### src/hw/rtl/wes_pkg.sv
package wes_pkg;

  // Configuration port
  localparam int unsigned CFG_IDX_W  = 3;
  localparam int unsigned CFG_DATA_W = 20;

  localparam logic [CFG_IDX_W-1:0] CFG_DEBOUNCE  = 3'd0;
  localparam logic [CFG_IDX_W-1:0] CFG_WINDOW    = 3'd1;
  localparam logic [CFG_IDX_W-1:0] CFG_DIST_UM   = 3'd2;
  localparam logic [CFG_IDX_W-1:0] CFG_MIN_SPEED = 3'd3;
  localparam logic [CFG_IDX_W-1:0] CFG_GAIN_Q16  = 3'd4;

  localparam logic [19:0] DEBOUNCE_RST  = 20'd1204;
  localparam logic [15:0] WINDOW_RST    = 16'd90;
  localparam logic [15:0] DIST_UM_RST   = 16'd4516;
  localparam logic [15:0] MIN_SPEED_RST = 16'd100;
  localparam logic [16:0] GAIN_Q16_RST  = 17'd60948;

  // Item operations
  localparam logic OP_EDGE  = 1'b0;
  localparam logic OP_QUERY = 1'b1;

  typedef struct packed {
    logic        operation;
    logic [31:0] time_us;
    logic [31:0] time_ms;
  } in_item_t;

  typedef struct packed {
    logic [15:0] speed_mm_s;
    logic [6:0]  window_ticks;
    logic [15:0] burst_ticks;
  } out_item_t;

  typedef enum logic [3:0] {
    ST_IDLE,
    ST_EDGE,
    ST_PR_RD,
    ST_PR_CHK,
    ST_ENDS,
    ST_NEW_WAIT,
    ST_MUL1,
    ST_MUL2,
    ST_DIV_GO,
    ST_DIV_WAIT,
    ST_DONE
  } ctrl_state_e;

  // Controller to datapath
  typedef struct packed {
    logic load_in;
    logic edge_commit;
    logic prune_drop;
    logic latch_t0;
    logic rd_newest;
    logic latch_dt;
    logic mul1;
    logic mul2;
    logic speed_zero;
    logic div_start;
    logic take_quot;
    logic res_load;
  } cmd_t;

  // Datapath to controller
  typedef struct packed {
    logic edge_ok;
    logic ring_empty;
    logic stale;
    logic few;
    logic zero_res;
    logic div_done;
    logic out_free;
  } sts_t;

endpackage

### src/hw/rtl/wes_ctrl.sv
module wes_ctrl (
  input  logic          clk_i,
  input  logic          rst_ni,
  input  logic          in_valid_i,
  input  logic          in_op_i,
  output logic          in_ready_o,
  input  wes_pkg::sts_t sts_i,
  output wes_pkg::cmd_t cmd_o
);

  wes_pkg::ctrl_state_e state_q, state_d;

  always_ff @(posedge clk_i or negedge rst_ni) begin
    if (!rst_ni) begin
      state_q <= wes_pkg::ST_IDLE;
    end else begin
      state_q <= state_d;
    end
  end

  always_comb begin
    state_d    = state_q;
    cmd_o      = '0;
    in_ready_o = 1'b0;
    case (state_q)
      wes_pkg::ST_IDLE: begin
        in_ready_o = 1'b1;
        if (in_valid_i) begin
          cmd_o.load_in = 1'b1;
          state_d = (in_op_i == wes_pkg::OP_EDGE) ? wes_pkg::ST_EDGE : wes_pkg::ST_PR_RD;
        end
      end
      wes_pkg::ST_EDGE: begin
        cmd_o.edge_commit = sts_i.edge_ok;
        state_d = wes_pkg::ST_IDLE;
      end
      wes_pkg::ST_PR_RD: begin
        // head entry address is on the RAM this cycle
        state_d = sts_i.ring_empty ? wes_pkg::ST_ENDS : wes_pkg::ST_PR_CHK;
      end
      wes_pkg::ST_PR_CHK: begin
        if (sts_i.stale) begin
          cmd_o.prune_drop = 1'b1;
          state_d = wes_pkg::ST_PR_RD;
        end else begin
          cmd_o.latch_t0 = 1'b1;
          state_d = wes_pkg::ST_ENDS;
        end
      end
      wes_pkg::ST_ENDS: begin
        if (sts_i.few) begin
          cmd_o.speed_zero = 1'b1;
          state_d = wes_pkg::ST_DONE;
        end else begin
          cmd_o.rd_newest = 1'b1;
          state_d = wes_pkg::ST_NEW_WAIT;
        end
      end
      wes_pkg::ST_NEW_WAIT: begin
        cmd_o.latch_dt = 1'b1;
        state_d = wes_pkg::ST_MUL1;
      end
      wes_pkg::ST_MUL1: begin
        cmd_o.mul1 = 1'b1;
        state_d = wes_pkg::ST_MUL2;
      end
      wes_pkg::ST_MUL2: begin
        if (sts_i.zero_res) begin
          cmd_o.speed_zero = 1'b1;
          state_d = wes_pkg::ST_DONE;
        end else begin
          cmd_o.mul2 = 1'b1;
          state_d = wes_pkg::ST_DIV_GO;
        end
      end
      wes_pkg::ST_DIV_GO: begin
        cmd_o.div_start = 1'b1;
        state_d = wes_pkg::ST_DIV_WAIT;
      end
      wes_pkg::ST_DIV_WAIT: begin
        if (sts_i.div_done) begin
          cmd_o.take_quot = 1'b1;
          state_d = wes_pkg::ST_DONE;
        end
      end
      wes_pkg::ST_DONE: begin
        if (sts_i.out_free) begin
          cmd_o.res_load = 1'b1;
          state_d = wes_pkg::ST_IDLE;
        end
      end
      default: begin
        state_d = wes_pkg::ST_IDLE;
      end
    endcase
  end

`ifndef SYNTHESIS
  a_accept_dispatch: assert property (@(posedge clk_i) disable iff (!rst_ni)
    in_valid_i && in_ready_o |=> state_q == wes_pkg::ST_EDGE || state_q == wes_pkg::ST_PR_RD)
    else $error("accepted beat not dispatched");

  a_div_go_wait: assert property (@(posedge clk_i) disable iff (!rst_ni)
    state_q == wes_pkg::ST_DIV_GO |=> state_q == wes_pkg::ST_DIV_WAIT)
    else $error("divider start not followed by wait");

  a_done_to_idle: assert property (@(posedge clk_i) disable iff (!rst_ni)
    cmd_o.res_load |=> state_q == wes_pkg::ST_IDLE)
    else $error("result load did not return to idle");
`endif

endmodule

### config.mk
export PLATFORM = sky130hd
export DESIGN_NAME = wes_ctrl
export DESIGN_NICKNAME = d
export VERILOG_FILES = /design/src/hw/rtl/wes_pkg.sv /design/src/hw/rtl/wes_ctrl.sv
export SDC_FILE = /design/constraint.sdc
export NUM_CORES = 1
export LEC_CHECK = 0
export ABC_AREA = 1
export BUFFER_PORTS_ARGS = -buffer_cell sky130_fd_sc_hd__buf_2
export CAP_MARGIN = 0
export CORE_AREA = 5 5 42 44
export DETAILED_ROUTE_END_ITERATION = 10
export DIE_AREA = 0 0 47 49
export GPL_ROUTABILITY_DRIVEN = 0
export PLACE_DENSITY_LB_ADDON = 0.2
export RECOVER_POWER = 50
export SKIP_LAST_GASP = 1
export SLEW_MARGIN = 20
export SYNTH_ARGS = -nofsm -noshare
export SYNTH_HDL_FRONTEND = slang
export SYNTH_SLANG_ARGS = --single-unit
### constraint.sdc
create_clock -name clk_i -period 1.4 [get_ports clk_i]
set_clock_uncertainty 0.05 [all_clocks]
set_input_delay 0.07 -clock clk_i [delete_from_list [all_inputs] [get_ports clk_i]]
set_output_delay 0.07 -clock clk_i [all_outputs]
set_load 0.03 [all_outputs]
==> impl_metrics.env, run 1 <==
export IMPL_outcome="finished, violations left"
export IMPL_failing_checks="setup timing"
export IMPL_crit_buf_inv=2
export IMPL_global_route_usage_met2_pct=21.04
export IMPL_synth_cell_types=16
export IMPL_min_from="in_valid_i"
export IMPL_finalWorstPathRequiredPeriod_ns=1.427
export IMPL_finalSetupViolations=1
export IMPL_layout_area_overhead_vs_synth_pct=67.14
export IMPL_vias=571
export IMPL_regToRegStartpoint="state_q[1]"
export IMPL_timing_critical_path_cells="nor2_2 -> nand3_1 -> inv_1 -> buf_2"
export IMPL_slew_limit_headroom_pct=84.80
export IMPL_wl_mm=1.456
export IMPL_clock_tree_from_tritoncts="yes"
export IMPL_mapped_avg_cell_area_um2=5.543
export IMPL_post_dp_hpwl_mm=1.067
export IMPL_multi_input_comb_area_um2=330.3
export IMPL_critical_path_required_ns=1.28
export IMPL_layout_cells_most_common="sky130_fd_sc_hd__nand2_1"
export IMPL_finalNonFillerCells=124
export IMPL_antenna_cells_inserted=0
export IMPL_synth_area_um2=437.9
export IMPL_preCtsSetupSlack_ns=0.1599
export IMPL_starting_density_pct=31.25
export IMPL_top_fanout_value_on_the_critical_path=4
export IMPL_fillers=148
export IMPL_grt_antenna_before_repair=0
export IMPL_routedWlPerCell_um=11.74
export IMPL_std_cell_rows=14
export IMPL_vdd_ir_drop_max_uv=964.7
export IMPL_crit_path_max_incr_delay_ns=0.43
export IMPL_gr_usage_all_layers_pct=14.05
export IMPL_mappedNetlistNets=90
export IMPL_post_route_worst_setup_slack_ns=-0.02722
export IMPL_tightestPinTransition_ns=0.2277
export IMPL_clock_sinks=4
export IMPL_mapped_cells=79
export IMPL_worstSkewPairLatency_ns=0.25
export IMPL_largest_register_ffs=4
export IMPL_design_portCount=24
export IMPL_final_max_slew_viol_count=0
export IMPL_number_of_global_route_vias_before_repair=541
export IMPL_rr_endpoint="state_q[0]"
export IMPL_placeableCoreArea_mm2=0.001401
export IMPL_endpoint_kind="primary output"
export IMPL_maxCapViolations=0
export IMPL_top_library_cells_by_usage_in_the_layout_fill_and_taps_aside="17 x sky130_fd_sc_hd__nand2_1, 11 x sky130_fd_sc_hd__inv_1, 11 x sky130_fd_sc_hd__buf_2"
export IMPL_unrepaired_setup_endpoints_after_global_routing="yes"
export IMPL_post_layout_total_power_mw=1.341
export IMPL_cts_max_level=1
export IMPL_met1_usage_pct=18.18
export IMPL_layout_top_registers="state_q (4)"
export IMPL_remaining_drc_errors=0
export IMPL_path_delay_family="flip-flops"
export IMPL_synth_largest_area_cell="sky130_fd_sc_hd__dfrtp_1"
export IMPL_pwr_density_cell_mw_per_mm2=1832
export IMPL_largest_net_degree_at_the_start_of_global_routing=7
export IMPL_achievable_frequency_mhz=700.7
export IMPL_worst_setup_path_type="reg -> out"
export IMPL_grt_pass1_wl_mm=2.318
export IMPL_nets=121
export IMPL_number_of_warnings_issued_by_yosys=0
export IMPL_drt_pass1_iterations=4
export IMPL_clock_tree_buffer_depth=2
export IMPL_clk_pin_slew_ns=0.04
export IMPL_grt_overflow_total=0
export IMPL_power_leakage_nw=0.4146
export IMPL_whs_endpoint="state_q[3]"
export IMPL_crit_path_top_delay_cell="sky130_fd_sc_hd__dfrtp_2"
export IMPL_postSynthRegisterBits=4
export IMPL_final_seq_area_um2=105.1
export IMPL_io_buffers=23
export IMPL_netlist_top_cells_area="sky130_fd_sc_hd__dfrtp_1 23%, sky130_fd_sc_hd__nand2_1 16%, sky130_fd_sc_hd__nor2_1 13%, sky130_fd_sc_hd__inv_1 10%, sky130_fd_sc_hd__nand3_1 9.1%"
export IMPL_placed_cells=118
export IMPL_die_extent_in_y_um=49
export IMPL_largest_register="state_q"
export IMPL_via_per_inst=4.605
export IMPL_grt_most_used_layer="met2"
export IMPL_die_width_um=47
export IMPL_drt_iter0_drc=11
export IMPL_start_kind="flop"
export IMPL_synth_seq_area_share_pct=22.86
export IMPL_critical_path_arrival_ns=1.31
export IMPL_die_area_mm2=0.002303
export IMPL_timing_final_crit_share_pct=101.9
export IMPL_ff2ff_path_depth=7
export IMPL_reg2reg_slack_ns=0.11
export IMPL_tritoncts_num_buffers=3
export IMPL_min_delay_path_depth=3
export IMPL_layout_drive_gt1_share_pct=52.78
export IMPL_groute_layer_met3_usage_pct=2.214
export IMPL_ctsRootBufferMaster="sky130_fd_sc_hd__clkbuf_4"
export IMPL_hp_class="in -> reg"
export IMPL_hold_viol_final=0
export IMPL_yosys_area_top_type_share_pct=22.86
export IMPL_drtAntennaViolNets=0
==> power breakdown <==
part / internal, mW / leakage (nW) / switching (mW) / total [mW]
Combinational: 0.319 / 0.354 / 0.601 / 0.920
Clock: 0.0966 / 0.0138 / 0.0588 / 0.155
Sequential: 0.170 / 0.0465 / 0.0961 / 0.266
==> metrics by stage <==
step	hold WS [ns]	cell area, um^2	utilization (%)	TNS, ns
6_report	0.07016	732.0	52.23	-0.02722
3_3_place_gp	-0.1738	575.6	41.07	0
2_1_floorplan	-0.2756	440.4	-	0
4_1_cts	0.07592	618.1	44.11	-0.1524
5_1_grt	0.1200	732.0	52.23	-0.3035
3_5_place_dp	-0.1738	575.6	41.07	0
==> layout make-up <==
type,count,share of cell area [%]
inverter,18,9.915
multi-input combinational,57,45.13
timing repair buffer,26,24.79
clock buffer,3,3.077
tap,16,2.735
sequential,4,14.36
==> metal layers <==
layer,up-vias,wire length [um]
met4,0,54
met5,-,0
li1,300,-
met1,242,579
met3,7,81
met2,22,740
==> repair_timing <==
action | in CTS | in global routing
endpoints found under the setup margin | 5 | 13
hold buffers | 1 | 0
pin swaps | 0 | 6
resized for setup | 5 | 40
setup buffers | 0 | 2
hold endpoints to repair | 4 | 0
==> worst max path at each step <==
| stage | slack, ns | cells past startpoint | start | end |
|---|---|---|---|---|
| finish | -0.03 | 4 | state_q[3] | cmd_o[9] |
| global route | -0.10 | 5 | state_q[3] | cmd_o[1] |
| CTS | -0.06 | 4 | state_q[3] | cmd_o[9] |
| detailed placement | 0.16 | 8 | state_q[3] | state_q[1] |
| global placement | 0.16 | 8 | state_q[3] | state_q[0] |
| floorplan | 0.02 | 3 | state_q[0] | cmd_o[0] |
==> worst register-to-register path: cells and delay by family, from the launching register on <==
kind	cells	cell delay (ns)
and+or+nand+nor	6	0.57
DFF	1	0.46
buffers and inverters	1	0.08
==> cells by family (layout without fill, tap and decap cells) <==
family          after synthesis  after routing  synth area share (%)
buf+inv                      18             47                 15.43
compound gates                3              3                 4.857
simple gates                 54             54                 56.86
flops                         4              4                 22.86
==> cells in the mapped netlist, drive strengths merged <==
library cell,n
clkinv,1
dfrtp,4
inv,17
nand2,21
nand3,9
nand4,1
nor2,21
nor3,2
o2111ai,1
o21ai,1
o21bai,1
Power figures use the tool's default switching activity.
==> run 2: changes to the inputs <==
--- a/config.mk
+++ b/config.mk
@@ -6,14 +6,13 @@
 export NUM_CORES = 1
 export LEC_CHECK = 0
 export ABC_AREA = 1
-export BUFFER_PORTS_ARGS = -buffer_cell sky130_fd_sc_hd__buf_2
+export BUFFER_PORTS_ARGS = -buffer_cell sky130_fd_sc_hd__buf_4
 export CAP_MARGIN = 0
-export CORE_AREA = 5 5 42 44
+export CORE_AREA = 4 4 41 43
 export DETAILED_ROUTE_END_ITERATION = 10
-export DIE_AREA = 0 0 47 49
+export DIE_AREA = 0 0 45 47
 export GPL_ROUTABILITY_DRIVEN = 0
 export PLACE_DENSITY_LB_ADDON = 0.2
-export RECOVER_POWER = 50
 export SKIP_LAST_GASP = 1
 export SLEW_MARGIN = 20
 export SYNTH_ARGS = -nofsm -noshare
==> run 2 against run 1 <==
  * The flow now finishes without violations
  * Register-to-register slack better by 0.03 ns
  * Die area is 8.2% lower
  * Critical endpoint is now cmd_o[11]
  * Largest power group unchanged
  * First-iteration DRC count is 45% higher
  * Via count down 1.2%
  * Clock power down 11%
  * Critical path depth rose by 2
  * Non-clock buffer count is 1 lower
  * Sequential cell count stayed put
  * Largest cell class unchanged
  * Power down 6.5%
  * Sequential power fell by 9.0%
==> impl_metrics.env, run 2 (synthesis results as in run 1) <==
export IMPL_min_from="in_valid_i"
export IMPL_clock_tree_buffer_depth=2
export IMPL_grt_overflow_total=0
export IMPL_min_delay_path_depth=3
export IMPL_via_per_inst=4.623
export IMPL_critical_path_required_ns=1.28
export IMPL_rr_endpoint="state_q[1]"
export IMPL_post_layout_total_power_mw=1.254
export IMPL_vias=564
export IMPL_placedInstanceArea_um2=631.9
export IMPL_die_extent_in_y_um=47
export IMPL_slew_limit_headroom_pct=84.71
export IMPL_path_delay_family="flip-flops"
export IMPL_crit_path_top_delay_cell="sky130_fd_sc_hd__dfrtp_1"
export IMPL_placeableCoreArea_mm2=0.001301
export IMPL_layout_drive_gt1_share_pct=47.66
export IMPL_layout_cell_area_non_filler_um2=714.4
export IMPL_clk_pin_slew_ns=0.04
export IMPL_worstSkewPairLatency_ns=0.23
export IMPL_start_kind="flop"
export IMPL_unrepaired_setup_endpoints_after_global_routing="yes"
export IMPL_layout_cells_most_common="sky130_fd_sc_hd__buf_4"
export IMPL_starting_density_pct=33.65
export IMPL_drt_pass1_iterations=4
export IMPL_finalNonFillerCells=122
export IMPL_critical_path_arrival_ns=1.27
export IMPL_hold_ws_ns=0.08167
export IMPL_drt_iter0_drc=16
export IMPL_nets=120
export IMPL_wl_mm=1.325
export IMPL_largest_register_ffs=4
export IMPL_die_width_um=45
export IMPL_regToRegStartpoint="state_q[2]"
export IMPL_number_of_global_route_vias_before_repair=536
export IMPL_achievable_frequency_mhz=721.0
export IMPL_final_max_slew_viol_count=0
export IMPL_top_fanout_value_on_the_critical_path=4
export IMPL_routedWlPerCell_um=10.86
export IMPL_clock_tree_from_tritoncts="yes"
export IMPL_timing_final_crit_share_pct=99.07
export IMPL_ff2ff_path_depth=8
export IMPL_reg2reg_slack_ns=0.14
export IMPL_hp_class="in -> reg"
export IMPL_tritoncts_num_buffers=3
export IMPL_drtAntennaViolNets=0
export IMPL_crit_buf_inv=3
export IMPL_largest_register="state_q"
export IMPL_grt_pass1_wl_mm=2.097
export IMPL_std_cell_rows=13
export IMPL_cts_max_level=1
export IMPL_maxCapViolations=0
export IMPL_top_library_cells_by_usage_in_the_layout_fill_and_taps_aside="21 x sky130_fd_sc_hd__buf_4, 17 x sky130_fd_sc_hd__nand2_1, 12 x sky130_fd_sc_hd__inv_1"
export IMPL_gr_usage_all_layers_pct=13.78
export IMPL_layout_area_overhead_vs_synth_pct=63.14
export IMPL_antenna_cells_inserted=0
export IMPL_clock_sinks=4
export IMPL_outcome="complete, no violations"
export IMPL_post_dp_hpwl_mm=1.097
export IMPL_die_area_mm2=0.002115
export IMPL_grt_antenna_before_repair=0
export IMPL_endpoint_kind="primary output"
export IMPL_vdd_ir_drop_max_uv=803.7
export IMPL_pwr_density_cell_mw_per_mm2=1755
export IMPL_finalWorstPathRequiredPeriod_ns=1.387
export IMPL_tightestPinTransition_ns=0.2291
export IMPL_crit_top_cell="sky130_fd_sc_hd__inv_2"
export IMPL_hold_viol_final=0
export IMPL_ctsRootBufferMaster="sky130_fd_sc_hd__clkbuf_4"
export IMPL_whs_endpoint="state_q[3]"
export IMPL_worst_setup_path_type="reg -> out"
export IMPL_crit_path_max_incr_delay_ns=0.41
export IMPL_io_buffers=23
export IMPL_post_route_worst_setup_slack_ns=0.01301
export IMPL_largest_net_degree_at_the_start_of_global_routing=7
export IMPL_finalSetupViolations=0
export IMPL_layout_top_registers="state_q (4)"
export IMPL_power_leakage_nw=0.4205
export IMPL_design_portCount=24
export IMPL_preCtsSetupSlack_ns=0.1346
export IMPL_placed_cells=117
export IMPL_remaining_drc_errors=0
export IMPL_timing_critical_path_cells="inv_2 -> nand2_4 -> nor2_4 -> inv_2 -> nor2_2 -> buf_6"
==> run 2: changes by cell type in the layout (fill, tap and decap cells not counted), moves of 2 or more <==
| cell | delta |
|---|---|
| sky130_fd_sc_hd__nor3_1 | +2 |
| sky130_fd_sc_hd__buf_2 | -11 |
| sky130_fd_sc_hd__inv_4 | -2 |
| sky130_fd_sc_hd__nor2_4 | -2 |
| sky130_fd_sc_hd__nor2_1 | +2 |
| sky130_fd_sc_hd__buf_4 | +13 |
| sky130_fd_sc_hd__nor3_2 | -2 |
==> run 2: repair_timing <==
item | 4_1_cts | 5_1_grt
cloned | 0 | 0
hold buffers | 1 | 0
endpoints found under the hold margin | 4 | 0
resized for setup | 2 | 12
pin swaps | 0 | 2
buffers inserted | 0 | 1
setup endpoints to repair | 5 | 9
==> run 2: area by class of cell <==
class | count | area [um^2]
Inverter | 18 | 67.56
Tap cell | 15 | 18.77
Sequential cell | 4 | 103.9
Clock buffer | 3 | 22.52
Multi-Input combinational cell | 57 | 300.3
Timing Repair Buffer | 25 | 201.4
Fill cell | 145 | 586.8
==> run 2: power by group <==
group | total (mW) | switching, mW | internal [mW]
sequential | 0.242 | 0.0747 | 0.168
combinational | 0.873 | 0.568 | 0.305
clock | 0.138 | 0.0428 | 0.0956
total | 1.25 | 0.685 | 0.568
==> run 2: metrics by stage <==
stage,utilization [%],TNS (ns)
finish,54.90,0
global route,54.90,-0.4073
CTS,51.35,-0.1001
detailed placement,48.56,0
global placement,48.56,0
floorplan,-,0
==> run 2: worst min-delay path, stage by stage <==
cell and delay [ns]:
sky130_fd_sc_hd__buf_4 0.09, sky130_fd_sc_hd__nor2_2 0.04, sky130_fd_sc_hd__o21bai_1 0.12
==> run 2: worst max path at each step <==
stage | cells after the start | endpoint | slack, ns | startpoint
after global routing | 5 | cmd_o[1] | -0.07 | state_q[3]
after global placement | 8 | state_q[0] | 0.14 | state_q[2]
after CTS | 5 | cmd_o[7] | -0.04 | state_q[2]
after floorplan | 3 | cmd_o[0] | 0.02 | state_q[0]
final | 6 | cmd_o[11] | 0.01 | state_q[2]
after detailed placement | 8 | state_q[0] | 0.13 | state_q[2]
==> run 2: metal layers <==
layer / vias to the layer above / global-route usage (%) / routed length [um] / share of wire (%)
met3: 0 / 1.149 / 106 / 8.0
met4: 0 / 7.018 / 0 / 0
met2: 22 / 24.58 / 678 / 51
li1: 296 / - / - / -
met1: 246 / 16.48 / 540 / 41
met5: - / 0 / 0 / 0
